$ cat src/rtl/core/slt_pkg.sv
// Shared types and codes for the sequential list table.
package slt_pkg;

	localparam int KIND_W  = 2;
	localparam int KEY_W   = 32;
	localparam int POS_W   = 7;
	localparam int STAT_W  = 2;
	localparam int FOUND_W = 6;
	localparam int COUNT_W = 7;

	localparam logic [KIND_W-1:0] KIND_SEARCH = 2'd0;
	localparam logic [KIND_W-1:0] KIND_INSERT = 2'd1;
	localparam logic [KIND_W-1:0] KIND_DELETE = 2'd2;

	localparam logic [STAT_W-1:0] ST_OK          = 2'd0;
	localparam logic [STAT_W-1:0] ST_FULL_OR_BAD = 2'd1;
	localparam logic [STAT_W-1:0] ST_NOT_FOUND   = 2'd2;

	typedef struct packed {
		logic              load_in;
		logic              start_scan;
		logic              start_shup;
		logic              start_shdn;
		logic              flush;
		logic              shift_wr;
		logic              wr_key;
		logic              cnt_inc;
		logic              cnt_dec;
		logic              set_found;
		logic              load_res;
		logic [STAT_W-1:0] res_status;
	} cmd_t;

	typedef struct packed {
		logic [KIND_W-1:0] kind;
		logic              cnt_zero;
		logic              full;
		logic              pos_bad;
		logic              pos_at_end;
		logic              match;
		logic              match_last;
		logic              busy;
		logic              out_free;
	} sts_t;

endpackage

$ cat src/rtl/core/slt_ram.sv
// Generic simple dual-port RAM with one write port and a registered read port.
module slt_ram #(
	parameter int WIDTH = 32,
	parameter int DEPTH = 64
) (
	input  logic                                       clk,
	input  logic                                       we,
	input  logic [((DEPTH > 1) ? $clog2(DEPTH) : 1)-1:0] waddr,
	input  logic [WIDTH-1:0]                           wdata,
	input  logic [((DEPTH > 1) ? $clog2(DEPTH) : 1)-1:0] raddr,
	output logic [WIDTH-1:0]                           rdata
);

	logic [WIDTH-1:0] mem_q [DEPTH];
	logic [WIDTH-1:0] rdata_q;

	always_ff @(posedge clk) begin
		if (we) begin
			mem_q[waddr] <= wdata;
		end
		rdata_q <= mem_q[raddr];
	end

	assign rdata = rdata_q;

endmodule

$ cat src/rtl/core/slt_dp.sv
// Datapath: operand latches, entry count, scan and shift pointers, result register.
module slt_dp import slt_pkg::*; #(
	parameter int CAPACITY = 64
) (
	input  logic                                             clk,
	input  logic                                             arst_n,
	input  logic [KIND_W-1:0]                                in_kind,
	input  logic [KEY_W-1:0]                                 in_key,
	input  logic [POS_W-1:0]                                 in_pos,
	input  cmd_t                                             cmd,
	output sts_t                                             sts,
	output logic                                             ram_we,
	output logic [((CAPACITY > 1) ? $clog2(CAPACITY) : 1)-1:0] ram_waddr,
	output logic [KEY_W-1:0]                                 ram_wdata,
	output logic [((CAPACITY > 1) ? $clog2(CAPACITY) : 1)-1:0] ram_raddr,
	input  logic [KEY_W-1:0]                                 ram_rdata,
	output logic [$clog2(CAPACITY + 1)-1:0]                  cnt,
	output logic                                             out_valid,
	input  logic                                             out_ready,
	output logic [STAT_W-1:0]                                out_status,
	output logic [FOUND_W-1:0]                               out_found,
	output logic [COUNT_W-1:0]                               out_count
);

	localparam int AW = (CAPACITY > 1) ? $clog2(CAPACITY) : 1;
	localparam int CW = $clog2(CAPACITY + 1);
	localparam int MW = (CW > POS_W) ? CW : POS_W;
	localparam logic [MW-1:0] CAP_M = MW'(CAPACITY);

	logic [KIND_W-1:0]  kind_q;
	logic [KEY_W-1:0]   key_q;
	logic [POS_W-1:0]   pos_q;
	logic [CW-1:0]      cnt_q;
	logic [AW-1:0]      rd_idx_q;
	logic [AW-1:0]      end_q;
	logic               up_q;
	logic               iss_q;
	logic               vld_s1;
	logic [AW-1:0]      idx_s1;
	logic [FOUND_W-1:0] found_q;
	logic               out_valid_q;
	logic [STAT_W-1:0]  out_status_q;
	logic [FOUND_W-1:0] out_found_q;
	logic [COUNT_W-1:0] out_count_q;

	logic [MW-1:0] cnt_m;
	logic [MW-1:0] pos_m;
	logic [MW-1:0] idx_m;
	logic [CW-1:0] cnt_less1;
	logic [AW-1:0] cnt_last;
	logic [CW-1:0] idx_next_c;
	logic          out_free;

	assign cnt_m      = MW'(cnt_q);
	assign pos_m      = MW'(pos_q);
	assign idx_m      = MW'(idx_s1);
	assign cnt_less1  = cnt_q - CW'(1);
	assign cnt_last   = cnt_less1[AW-1:0];
	assign idx_next_c = CW'(idx_s1) + CW'(1);
	assign out_free   = !out_valid_q || out_ready;

	always_comb begin
		sts.kind       = kind_q;
		sts.cnt_zero   = (cnt_q == '0);
		sts.full       = (cnt_m >= CAP_M);
		sts.pos_bad    = (pos_m > cnt_m);
		sts.pos_at_end = (pos_m == cnt_m);
		sts.match      = vld_s1 && (ram_rdata == key_q);
		sts.match_last = (idx_next_c == cnt_q);
		sts.busy       = iss_q || vld_s1;
		sts.out_free   = out_free;
	end

	assign ram_raddr = rd_idx_q;
	assign ram_we    = cmd.wr_key || (cmd.shift_wr && vld_s1);
	assign ram_waddr = cmd.wr_key ? pos_m[AW-1:0]
		: (up_q ? (idx_s1 - AW'(1)) : (idx_s1 + AW'(1)));
	assign ram_wdata = cmd.wr_key ? key_q : ram_rdata;

	always_ff @(posedge clk or negedge arst_n) begin
		if (!arst_n) begin
			cnt_q       <= '0;
			iss_q       <= 1'b0;
			vld_s1      <= 1'b0;
			out_valid_q <= 1'b0;
		end else begin
			if (cmd.cnt_inc) begin
				cnt_q <= cnt_q + CW'(1);
			end else if (cmd.cnt_dec) begin
				cnt_q <= cnt_less1;
			end
			if (cmd.start_scan || cmd.start_shup || cmd.start_shdn) begin
				iss_q  <= 1'b1;
				vld_s1 <= 1'b0;
			end else if (cmd.flush) begin
				iss_q  <= 1'b0;
				vld_s1 <= 1'b0;
			end else begin
				vld_s1 <= iss_q;
				if (iss_q && (rd_idx_q == end_q)) begin
					iss_q <= 1'b0;
				end
			end
			if (cmd.load_res) begin
				out_valid_q <= 1'b1;
			end else if (out_ready) begin
				out_valid_q <= 1'b0;
			end
		end
	end

	always_ff @(posedge clk) begin
		if (cmd.load_in) begin
			kind_q <= in_kind;
			key_q  <= in_key;
			pos_q  <= in_pos;
		end
		if (cmd.start_scan) begin
			rd_idx_q <= '0;
			end_q    <= cnt_last;
			up_q     <= 1'b1;
		end else if (cmd.start_shup) begin
			rd_idx_q <= cnt_last;
			end_q    <= pos_m[AW-1:0];
			up_q     <= 1'b0;
		end else if (cmd.start_shdn) begin
			rd_idx_q <= idx_s1 + AW'(1);
			end_q    <= cnt_last;
			up_q     <= 1'b1;
		end else if (iss_q && (rd_idx_q != end_q)) begin
			rd_idx_q <= up_q ? (rd_idx_q + AW'(1)) : (rd_idx_q - AW'(1));
		end
		idx_s1 <= rd_idx_q;
		if (cmd.load_in) begin
			found_q <= '0;
		end else if (cmd.set_found) begin
			found_q <= idx_m[FOUND_W-1:0];
		end
		if (cmd.load_res) begin
			out_status_q <= cmd.res_status;
			out_found_q  <= found_q;
			out_count_q  <= cnt_m[COUNT_W-1:0];
		end
	end

	assign cnt        = cnt_q;
	assign out_valid  = out_valid_q;
	assign out_status = out_status_q;
	assign out_found  = out_found_q;
	assign out_count  = out_count_q;

endmodule

$ cat src/rtl/core/slt_ctrl.sv
// Controller state machine that sequences search, insert and delete requests.
module slt_ctrl import slt_pkg::*; (
	input  logic clk,
	input  logic arst_n,
	input  logic s_tvalid,
	output logic s_tready,
	input  sts_t sts,
	output cmd_t cmd
);

	localparam logic [2:0] S_IDLE  = 3'd0;
	localparam logic [2:0] S_DISP  = 3'd1;
	localparam logic [2:0] S_SCAN  = 3'd2;
	localparam logic [2:0] S_SHIFT = 3'd3;
	localparam logic [2:0] S_RESP  = 3'd4;

	logic [2:0]        state_q;
	logic [2:0]        state_d;
	logic [STAT_W-1:0] stat_q;
	logic [STAT_W-1:0] stat_d;

	always_comb begin
		cmd      = '0;
		state_d  = state_q;
		stat_d   = stat_q;
		s_tready = 1'b0;
		case (state_q)
			S_IDLE: begin
				s_tready = 1'b1;
				if (s_tvalid) begin
					cmd.load_in = 1'b1;
					state_d     = S_DISP;
				end
			end
			S_DISP: begin
				case (sts.kind)
					KIND_SEARCH, KIND_DELETE: begin
						if (sts.cnt_zero) begin
							stat_d  = ST_NOT_FOUND;
							state_d = S_RESP;
						end else begin
							cmd.start_scan = 1'b1;
							state_d        = S_SCAN;
						end
					end
					KIND_INSERT: begin
						if (sts.full || sts.pos_bad) begin
							stat_d  = ST_FULL_OR_BAD;
							state_d = S_RESP;
						end else if (sts.pos_at_end) begin
							cmd.wr_key  = 1'b1;
							cmd.cnt_inc = 1'b1;
							stat_d      = ST_OK;
							state_d     = S_RESP;
						end else begin
							cmd.start_shup = 1'b1;
							state_d        = S_SHIFT;
						end
					end
					default: begin
						stat_d  = ST_FULL_OR_BAD;
						state_d = S_RESP;
					end
				endcase
			end
			S_SCAN: begin
				if (sts.match) begin
					stat_d = ST_OK;
					if (sts.kind == KIND_SEARCH) begin
						cmd.set_found = 1'b1;
						cmd.flush     = 1'b1;
						state_d       = S_RESP;
					end else if (sts.match_last) begin
						cmd.cnt_dec = 1'b1;
						cmd.flush   = 1'b1;
						state_d     = S_RESP;
					end else begin
						cmd.start_shdn = 1'b1;
						state_d        = S_SHIFT;
					end
				end else if (!sts.busy) begin
					stat_d  = ST_NOT_FOUND;
					state_d = S_RESP;
				end
			end
			S_SHIFT: begin
				cmd.shift_wr = 1'b1;
				if (!sts.busy) begin
					stat_d = ST_OK;
					if (sts.kind == KIND_INSERT) begin
						cmd.wr_key  = 1'b1;
						cmd.cnt_inc = 1'b1;
					end else begin
						cmd.cnt_dec = 1'b1;
					end
					state_d = S_RESP;
				end
			end
			S_RESP: begin
				cmd.res_status = stat_q;
				if (sts.out_free) begin
					cmd.load_res = 1'b1;
					state_d      = S_IDLE;
				end
			end
			default: begin
				state_d = S_IDLE;
			end
		endcase
	end

	always_ff @(posedge clk or negedge arst_n) begin
		if (!arst_n) begin
			state_q <= S_IDLE;
			stat_q  <= ST_OK;
		end else begin
			state_q <= state_d;
			stat_q  <= stat_d;
		end
	end

endmodule

$ cat src/rtl/core/sequential_list_table.sv
// Top level of the sequential list table: an ordered list of keys with search,
// insert and delete. One request at a time; the scan and the shift each walk the
// entry RAM one entry per cycle through its single read port.
// A finished result waits in the output register while the next request is taken.
// Reset (arst_n low) empties the list and clears all handshake state at once.
module sequential_list_table import slt_pkg::*; #(
	parameter int CAPACITY = 64
) (
	input  logic        clk,
	input  logic        arst_n,
	input  logic        s_tvalid,
	output logic        s_tready,
	input  logic [39:0] s_tdata,   // key[31:0], position[38:32], zero[39]
	input  logic [1:0]  s_tuser,   // kind[1:0]
	output logic        m_tvalid,
	input  logic        m_tready,
	output logic [15:0] m_tdata    // status[1:0], found_position[7:2], count[14:8], zero[15]
);

	localparam int AW = (CAPACITY > 1) ? $clog2(CAPACITY) : 1;
	localparam int CW = $clog2(CAPACITY + 1);

	cmd_t               cmd;
	sts_t               sts;
	logic               ram_we;
	logic [AW-1:0]      ram_waddr;
	logic [KEY_W-1:0]   ram_wdata;
	logic [AW-1:0]      ram_raddr;
	logic [KEY_W-1:0]   ram_rdata;
	logic [CW-1:0]      cnt;
	logic [STAT_W-1:0]  out_status;
	logic [FOUND_W-1:0] out_found;
	logic [COUNT_W-1:0] out_count;

	slt_ctrl u_ctrl (
		.clk      (clk),
		.arst_n   (arst_n),
		.s_tvalid (s_tvalid),
		.s_tready (s_tready),
		.sts      (sts),
		.cmd      (cmd)
	);

	slt_dp #(
		.CAPACITY (CAPACITY)
	) u_dp (
		.clk        (clk),
		.arst_n     (arst_n),
		.in_kind    (s_tuser),
		.in_key     (s_tdata[KEY_W-1:0]),
		.in_pos     (s_tdata[KEY_W+POS_W-1:KEY_W]),
		.cmd        (cmd),
		.sts        (sts),
		.ram_we     (ram_we),
		.ram_waddr  (ram_waddr),
		.ram_wdata  (ram_wdata),
		.ram_raddr  (ram_raddr),
		.ram_rdata  (ram_rdata),
		.cnt        (cnt),
		.out_valid  (m_tvalid),
		.out_ready  (m_tready),
		.out_status (out_status),
		.out_found  (out_found),
		.out_count  (out_count)
	);

	slt_ram #(
		.WIDTH (KEY_W),
		.DEPTH (CAPACITY)
	) u_ram (
		.clk   (clk),
		.we    (ram_we),
		.waddr (ram_waddr),
		.wdata (ram_wdata),
		.raddr (ram_raddr),
		.rdata (ram_rdata)
	);

	assign m_tdata = {1'b0, out_count, out_found, out_status};

`ifndef SYNTHESIS
	a_cnt_bound: assert property (@(posedge clk) disable iff (!arst_n)
		cnt <= CW'(CAPACITY))
		else $error("entry count above capacity");

	a_one_at_a_time: assert property (@(posedge clk) disable iff (!arst_n)
		(s_tvalid && s_tready) |=> !s_tready)
		else $error("new request taken while one is in progress");

	a_no_idle_write: assert property (@(posedge clk) disable iff (!arst_n)
		ram_we |-> !s_tready)
		else $error("entry store written while idle");

	a_cnt_change_busy: assert property (@(posedge clk) disable iff (!arst_n)
		!$stable(cnt) |-> !$past(s_tready))
		else $error("entry count changed without a request in progress");
`endif

endmodule

$ cat config.mk
export PLATFORM = sky130hd
export DESIGN_NAME = sequential_list_table
export DESIGN_NICKNAME = d
export VERILOG_FILES = /design/src/rtl/core/slt_pkg.sv /design/src/rtl/core/slt_ram.sv /design/src/rtl/core/slt_dp.sv /design/src/rtl/core/slt_ctrl.sv /design/src/rtl/core/sequential_list_table.sv
export SDC_FILE = /design/constraint.sdc
export NUM_CORES = 2
export LEC_CHECK = 0
export BUFFER_PORTS_ARGS = -buffer_cell sky130_fd_sc_hd__buf_2
export CAP_MARGIN = 0
export CORE_UTILIZATION = 30
export DETAILED_ROUTE_END_ITERATION = 16
export HOLD_SLACK_MARGIN = 0.03
export SYNTH_ARGS = -nofsm -noshare
export SYNTH_HDL_FRONTEND = slang
export SYNTH_SLANG_ARGS = --single-unit
export TNS_END_PERCENT = 30
$ cat constraint.sdc
create_clock -name clk -period 6.15 [get_ports clk]
set_clock_uncertainty 0.1 [all_clocks]
set_input_delay 0.3075 -clock clk [delete_from_list [all_inputs] [get_ports clk]]
set_output_delay 0.3075 -clock clk [all_outputs]
set_load 0.02 [all_outputs]
* Yosys cells after proc, flatten, opt, wreduce, memory -nomap -nowiden
Memories as Yosys holds them, arrays and structs flattened. A register that Yosys moved wholly into a read port is not among the register bits. Index checks and enable logic that the tools add are counted.
Storage, ports and cells: bits in registers 96, bits in writable memories 2048, input port bits 46, output and inout port bits 18, logic and storage cells 140, memories kept 1
Operators by class: $add $sub $neg 7, $lt $le $gt $ge 2, equal/unequal tests 17, muxes and demuxes 72, reduce and logical (&&, ||, !) cells 24
Memories:
- u_ram.mem_q | depth 64, bits a word 32, read ports 1, clocked after Yosys merged registers in 1, wr ports 1, line slt_ram.sv:14 | logic [WIDTH-1:0] mem_q [DEPTH];
Operators by type and width (count):
- two-way mux 6 bit | 9
- two-way mux 3 bit | 11
- equality test 32 bit | 1
- two-way mux 32 bit | 1
- two-way mux 1 bit | 29
- two-way mux 2 bit | 14
- one-hot mux 3 bit (5 select lines) | 1
- equality test 7 bit | 2
- two-way mux 7 bit | 2
- adder 6 x 1 -> 6 bit (second input constant) | 2
- nonzero test 3 bit | 4
- subtractor 6 x 1 -> 6 bit (second input constant) | 2
- one-hot mux 2 bit (2 select lines) | 2
- adder 6 x 1 -> 7 bit (second input constant) | 1
- adder 7 x 1 -> 7 bit (second input constant) | 1
- greater-or-equal comparator 7 bit (second input constant) | 1
- > comparator 7 bit | 1
- zero test 7 bit | 1
- subtractor 7 x 1 -> 7 bit (second input constant) | 1
- equality test 3 x 2 -> 1 bit (second input constant) | 2
- equality test 6 bit | 1
- logical OR 1 bit | 6
- inequality test 3 bit (second input constant) | 2
- inequality test 6 bit | 1
- other kinds (18) | 24

* Logic depth before layout (Yosys ltp)
depth after elaboration 9, mapped depth 12, depth with buffers taken out 9

* Modules after synthesis
From an unflattened synthesis, not the netlist that was laid out.
Second synthesis, totals: cells, all modules 3796, area, all modules 83789.1 sq um
Modules (own cells, without submodules):
- slt_ram | instances 1, cells each 3324, area an instance 78512.8 sq um, seq. area each 62139.6 sq um
- slt_dp | instances 1, cells each 408, area an instance 4747.1 sq um, seq. area each 2492.4 sq um
- slt_ctrl | instances 1, cells each 62, area an instance 518.0 sq um, seq. area each 125.1 sq um
- sequential_list_table | instances 1, cells each 2, area an instance 11.3 sq um, seq. area each 0.0 sq um

* Least setup slack after synthesis
No wires, ideal clock.
kind register to register, start register u_dp.cnt_q[6] (netlist: u_dp.cnt[6]), end memory u_ram.mem_q[0][22] (data pin), library setup time 0.702 ns, data arrival time 4.727 ns, data required time 5.348 ns, path slack 0.621 ns, cell stages (with the launch flop) 12, buffers on the path 5, clock period less this slack 5.529 ns, path through dfrtp_1 > clkbuf_1 > inv_1 > ha_1 > nand4_1 > nor4_2 > o21bai_1 > buf_2 > buf_2 > buf_2 > buf_2 > o21ai_0
Between the ends: longest elaborated chain between the ends 6, elaborated cells between the ends (all ways) 9, those cells by class order compare: 2; eq/ne: 1; mux: 5; reduce/logical: 1
RTL lines:
- start, declared | line slt_dp.sv:33 | logic [CW-1:0] cnt_q;
- start signal, assigned | line slt_dp.sv:88 | cnt_q <= cnt_q + CW'(1);
- start signal, assigned | line slt_dp.sv:90 | cnt_q <= cnt_less1;
- greater-or-equal comparator 7 bit (tied with other cells) | line slt_dp.sv:65 | sts.full = (cnt_m >= CAP_M);
- logical OR 1 bit or two-way mux 2 bit (tied branches) | line slt_ctrl.sv:47, slt_ctrl.sv:50
- two-way mux 2 bit * | line slt_ctrl.sv:47 | if (sts.full || sts.pos_bad) begin
- two-way mux 2 bit * | line slt_ctrl.sv:36 | case (sts.kind)
- one-hot mux 2 bit (2 select lines) * | line slt_ctrl.sv:27 | case (state_q)
- two-way mux 32 bit * | line slt_dp.sv:78 | assign ram_wdata = cmd.wr_key ? key_q : ram_rdata;
- via ram_wdata[22] | line sequential_list_table.sv:27 | logic [KEY_W-1:0] ram_wdata;
- end, declared | line slt_ram.sv:14
The timed path passes the listed nets; every way through them passes the cells marked *.

* Final worst setup path
start register u_dp.cnt_q[5] (netlist: u_dp.cnt[5]), end memory u_ram.mem_q[41][9] (enable)
Between the ends: longest elaborated chain between the ends 8, elaborated cells between the ends (all ways) 12, those cells by class order compare: 2; eq/ne: 1; mux: 7; reduce/logical: 2
RTL lines:
- greater-or-equal comparator 7 bit (tied with other cells) | line slt_dp.sv:65
- logical OR 1 bit or two-way mux 2 bit (tied branches) | line slt_ctrl.sv:47, slt_ctrl.sv:50
- two-way mux 2 bit * | line slt_ctrl.sv:47
- two-way mux 2 bit * | line slt_ctrl.sv:36
- one-hot mux 2 bit (2 select lines) * | line slt_ctrl.sv:27
- logical OR 1 bit | line slt_dp.sv:75 | assign ram_we = cmd.wr_key || (cmd.shift_wr && vld_s1);
- two-way mux 1 bit | line slt_ram.sv:18 | if (we) begin
- two-way mux 1 bit (not written as such) | line slt_ram.sv:19 | mem_q[waddr] <= wdata;
Mark *: on every way between the ends. The rest lies on a longest branch, timed or not.

==> metrics.txt <==
Clock Sinks 2176; synthesized netlist net count 3610; f_max 184 MHz; Post-synth EDFFs 2110; Leakage 29.7 nW; die boundary width 531 um; synthesized area divided by synthesized cell count 23.6 um^2; initial antenna violation count 12; proportion of register bits with asynchronous set or reset after synthesis 0.00689; total of endpoints with negative setup slack in the final report 0; first-pass GRT wire length 289000 um; fill cell count 25400; die height 531 um; synthesis warning total 0; run status finished clean; number of buffers inserted by port buffering 61; Area growth, synth to finish 16.1%; Synth cell types 69; fraction of final layout cells sized beyond drive strength 1 0.323; Worst R2R Setup Slack 0.71 ns; via count of the first global-routing pass 38700; leading area contributor after synthesis sky130_fd_sc_hd__edfxtp_1; endpoint required time on the critical path 6.57 ns; total design power 46.6 mW; clock root cell sky130_fd_sc_hd__clkbuf_16; via-per-instance ratio 4.92; commonest cells after routing, fill and taps aside sky130_fd_sc_hd__edfxtp_1, sky130_fd_sc_hd__mux4_2, sky130_fd_sc_hd__clkbuf_16; CP Capture Type flip-flop; WHS Path Cells 2; hold slack 0.0888 ns; area used by multi-input combinational logic 18800 um^2; Switch Pwr 14.8 mW; starting DRC count in detailed routing 4279; most instantiated flip-flop cell in the synthesis netlist sky130_fd_sc_hd__edfxtp_1; Placeable Area 277000 um^2; number of cells on the worst reg-to-reg path 11; kind of critical path reg -> reg; setup repair after global routing missed its margin false; clock network fraction of design power 0.271; I/O pin total 64; number of detailed-routing iterations run before antenna repair 6; max-capacitance violation count 0; synthesized instance count 3548; total clock buffers created by CTS 205; Hold Fails Final Rpt 0; initial core utilization 0.302; Routed WL per cell 26.2 um; Final Cycle Share 0.885; min Tclk post-route 5.44 ns; number of placement rows 193; half-perimeter wire length of the detailed placement result 125000 um; Storage cell area 64800 um^2; worst skew pair latency 0.85 ns; total negative slack 0 ns; Resized Gates After CTS 0; largest fanout on the critical path 37; CP Launch Type flip-flop; net switching share of the total power 0.318; total grt overflow 0; TritonCTS clock tree yes; headroom to the max-slew limit 0.129; pin count of the biggest net entering global routing 102; arrival time worst endpoint 5.87 ns; power share of the sequential group 0.423; worst hold-check path type in -> reg; Post-route DRC 0; clock transition at the registers of the reported paths 0.06 ns; number of buffers on the longest clock path 3; total power per unit cell area 479 nW/um^2; part of the Yosys area used for sequential elements 0.772; worst-margin pin slew 1.31 ns; commonest non-fill, non-tap cell in the layout sky130_fd_sc_hd__edfxtp_1; post-CTS setup-driven buffer insertion count 0; post-detailed-routing wire length 203000 um; vias 38100; largest cells by area after synthesis sky130_fd_sc_hd__edfxtp_1, sky130_fd_sc_hd__mux4_2, sky130_fd_sc_hd__dfxtp_1, sky130_fd_sc_hd__mux2_2, sky130_fd_sc_hd__dfrtp_1; endpoint of the worst hold-timing path u_dp.key_q[13]; proportion of power drawn by combinational gates 0.306; min-delay src s_tdata[13]; critical register-to-register path startpoint u_dp.cnt[5]; global-route total usage across every layer 0.144; final RePlAce weighted congestion 0.860; cell area after synthesis 83900 um^2; number of buffers inserted by hold repair at cts 56; reg-to-reg endpoint u_ram.mem_q[41][9]; share of the synthesized area in the top cell type 0.756; Detail Route Antenna Nets 0; worst vdd rail ir drop 0.322 mV; internal cell power 31.8 mW; layout net count 3908; number of flip-flops and latches in the synthesized netlist 2176; Die Outline Area 282000 um^2; number of pins with negative max-slew slack in the final report 0; number of levels the H-tree was split into 4
==> power groups by stage <==
| stage | registers [mW] | logic, mW | clock network, mW |
|---|---|---|---|
| finish | 19.7 | 14.2 | 12.6 |
| global placement | 20.0 | 14.1 | 0 |
| detailed placement | 20.0 | 14.4 | 0 |
| CTS | 19.7 | 14.4 | 12.9 |
| floorplan | 19.5 | 8.96 | 0 |
| global route | 19.8 | 15.1 | 13.4 |
==> cell families after synthesis <==
group	share of synthesized area
flip-flops	0.772
multiplexers	0.186
AND/OR/NAND/NOR	0.0143
buffers and inverters	0.0103
AO/OA/AOI/OAI	0.00848
XOR/XNOR	0.00612
adder cells (fa/ha/maj)	0.00248
other	0.0000447
==> synth_stat cells, drive strengths merged (5+ instances only) <==
master	number
nor2	92
nand4	10
nand2b	11
ha	15
inv	23
nor3	15
nand2	50
edfxtp	2110
nor4	7
nor2b	12
o211ai	5
clkbuf	87
and2	5
xor2	19
nand3	28
mux2	48
mux2i	29
o21ai	33
a21oi	28
dfrtp	15
dfxtp	51
xnor2	37
buf	96
mux4	656
==> registers in the layout, indices dropped and copies added (netlist names) <==
signal           cells
u_dp.pos_m           7
u_dp.out_status      2
u_dp.cnt             7
u_dp.out_found       6
u_ctrl.stat_q        2
u_dp.up_q            1
u_dp.out_valid       1
u_ram.rdata         32
u_dp.key_q          32
u_dp.iss_q           1
u_dp.found_q         6
u_dp.vld_s1          1
u_dp.end_q           6
u_dp.kind_q          2
u_dp.idx_s1          6
u_dp.ram_raddr       6
u_ctrl.state_q       3
u_ram.mem_q       2048
u_dp.out_count       7
==> worst max-delay path by stage <==
stage / slack [ns] / to / from / cells past startpoint
final: 0.71 / u_ram.mem_q[41][9] / u_dp.cnt[5] / 11
after global routing: 0.47 / u_ram.mem_q[41][9] / u_dp.cnt[5] / 11
after CTS: 0.81 / u_ram.mem_q[41][9] / u_dp.cnt[3] / 11
after detailed placement: 0.86 / u_ram.mem_q[41][9] / u_dp.cnt[2] / 11
after global placement: 0.86 / u_ram.mem_q[41][4] / u_dp.cnt[3] / 11
after floorplan: 0.62 / u_ram.mem_q[0][22] / u_dp.cnt[6] / 11
==> worst max-delay path, cell delays in order, from the launching register on <==
cell                       delay, ns
sky130_fd_sc_hd__dfrtp_1        0.48
sky130_fd_sc_hd__inv_1          0.19
sky130_fd_sc_hd__ha_1           0.35
sky130_fd_sc_hd__nand4_1        0.14
sky130_fd_sc_hd__nor4_2         0.09
sky130_fd_sc_hd__o21bai_4       0.77
sky130_fd_sc_hd__buf_4          0.63
sky130_fd_sc_hd__mux2_2         0.43
sky130_fd_sc_hd__nor2_2         0.17
sky130_fd_sc_hd__nand3_1        0.73
sky130_fd_sc_hd__nor2_4         0.74
sky130_fd_sc_hd__buf_12         0.26
==> per-layer routing <==
metal / routed length (um) / GRT usage / part of all wire / vias to the layer above
met1: 84900 / 0.195 / 0.42 / 20700
met2: 94700 / 0.221 / 0.47 / 1329
li1: - / - / - / 15800
met5: 34 / 0 / 0.00017 / -
met4: 5550 / 0.0453 / 0.027 / 4
met3: 17700 / 0.0416 / 0.087 / 249
==> final cells by class <==
class                      instances  share of cell area
timing repair buffer             274              0.0240
antenna                            6            0.000154
clock inverter                   126              0.0138
tap                             3705              0.0476
multi-input combinational       1166               0.193
inverter                          23            0.000887
sequential                      2176               0.665
clock buffer                     255              0.0552
==> through the flow <==
stage | area [um^2] | util | instances | setup WS [ns]
global route | 97300 | 0.351 | 7726 | 0.471
global placement | 90100 | 0.325 | 7288 | 0.864
finish | 97300 | 0.351 | 7731 | 0.706
CTS | 97300 | 0.351 | 7725 | 0.811
floorplan | 83900 | - | 3548 | 0.621
detailed placement | 90100 | 0.325 | 7288 | 0.857
No activity file was read; power rests on OpenSTA's default activity.
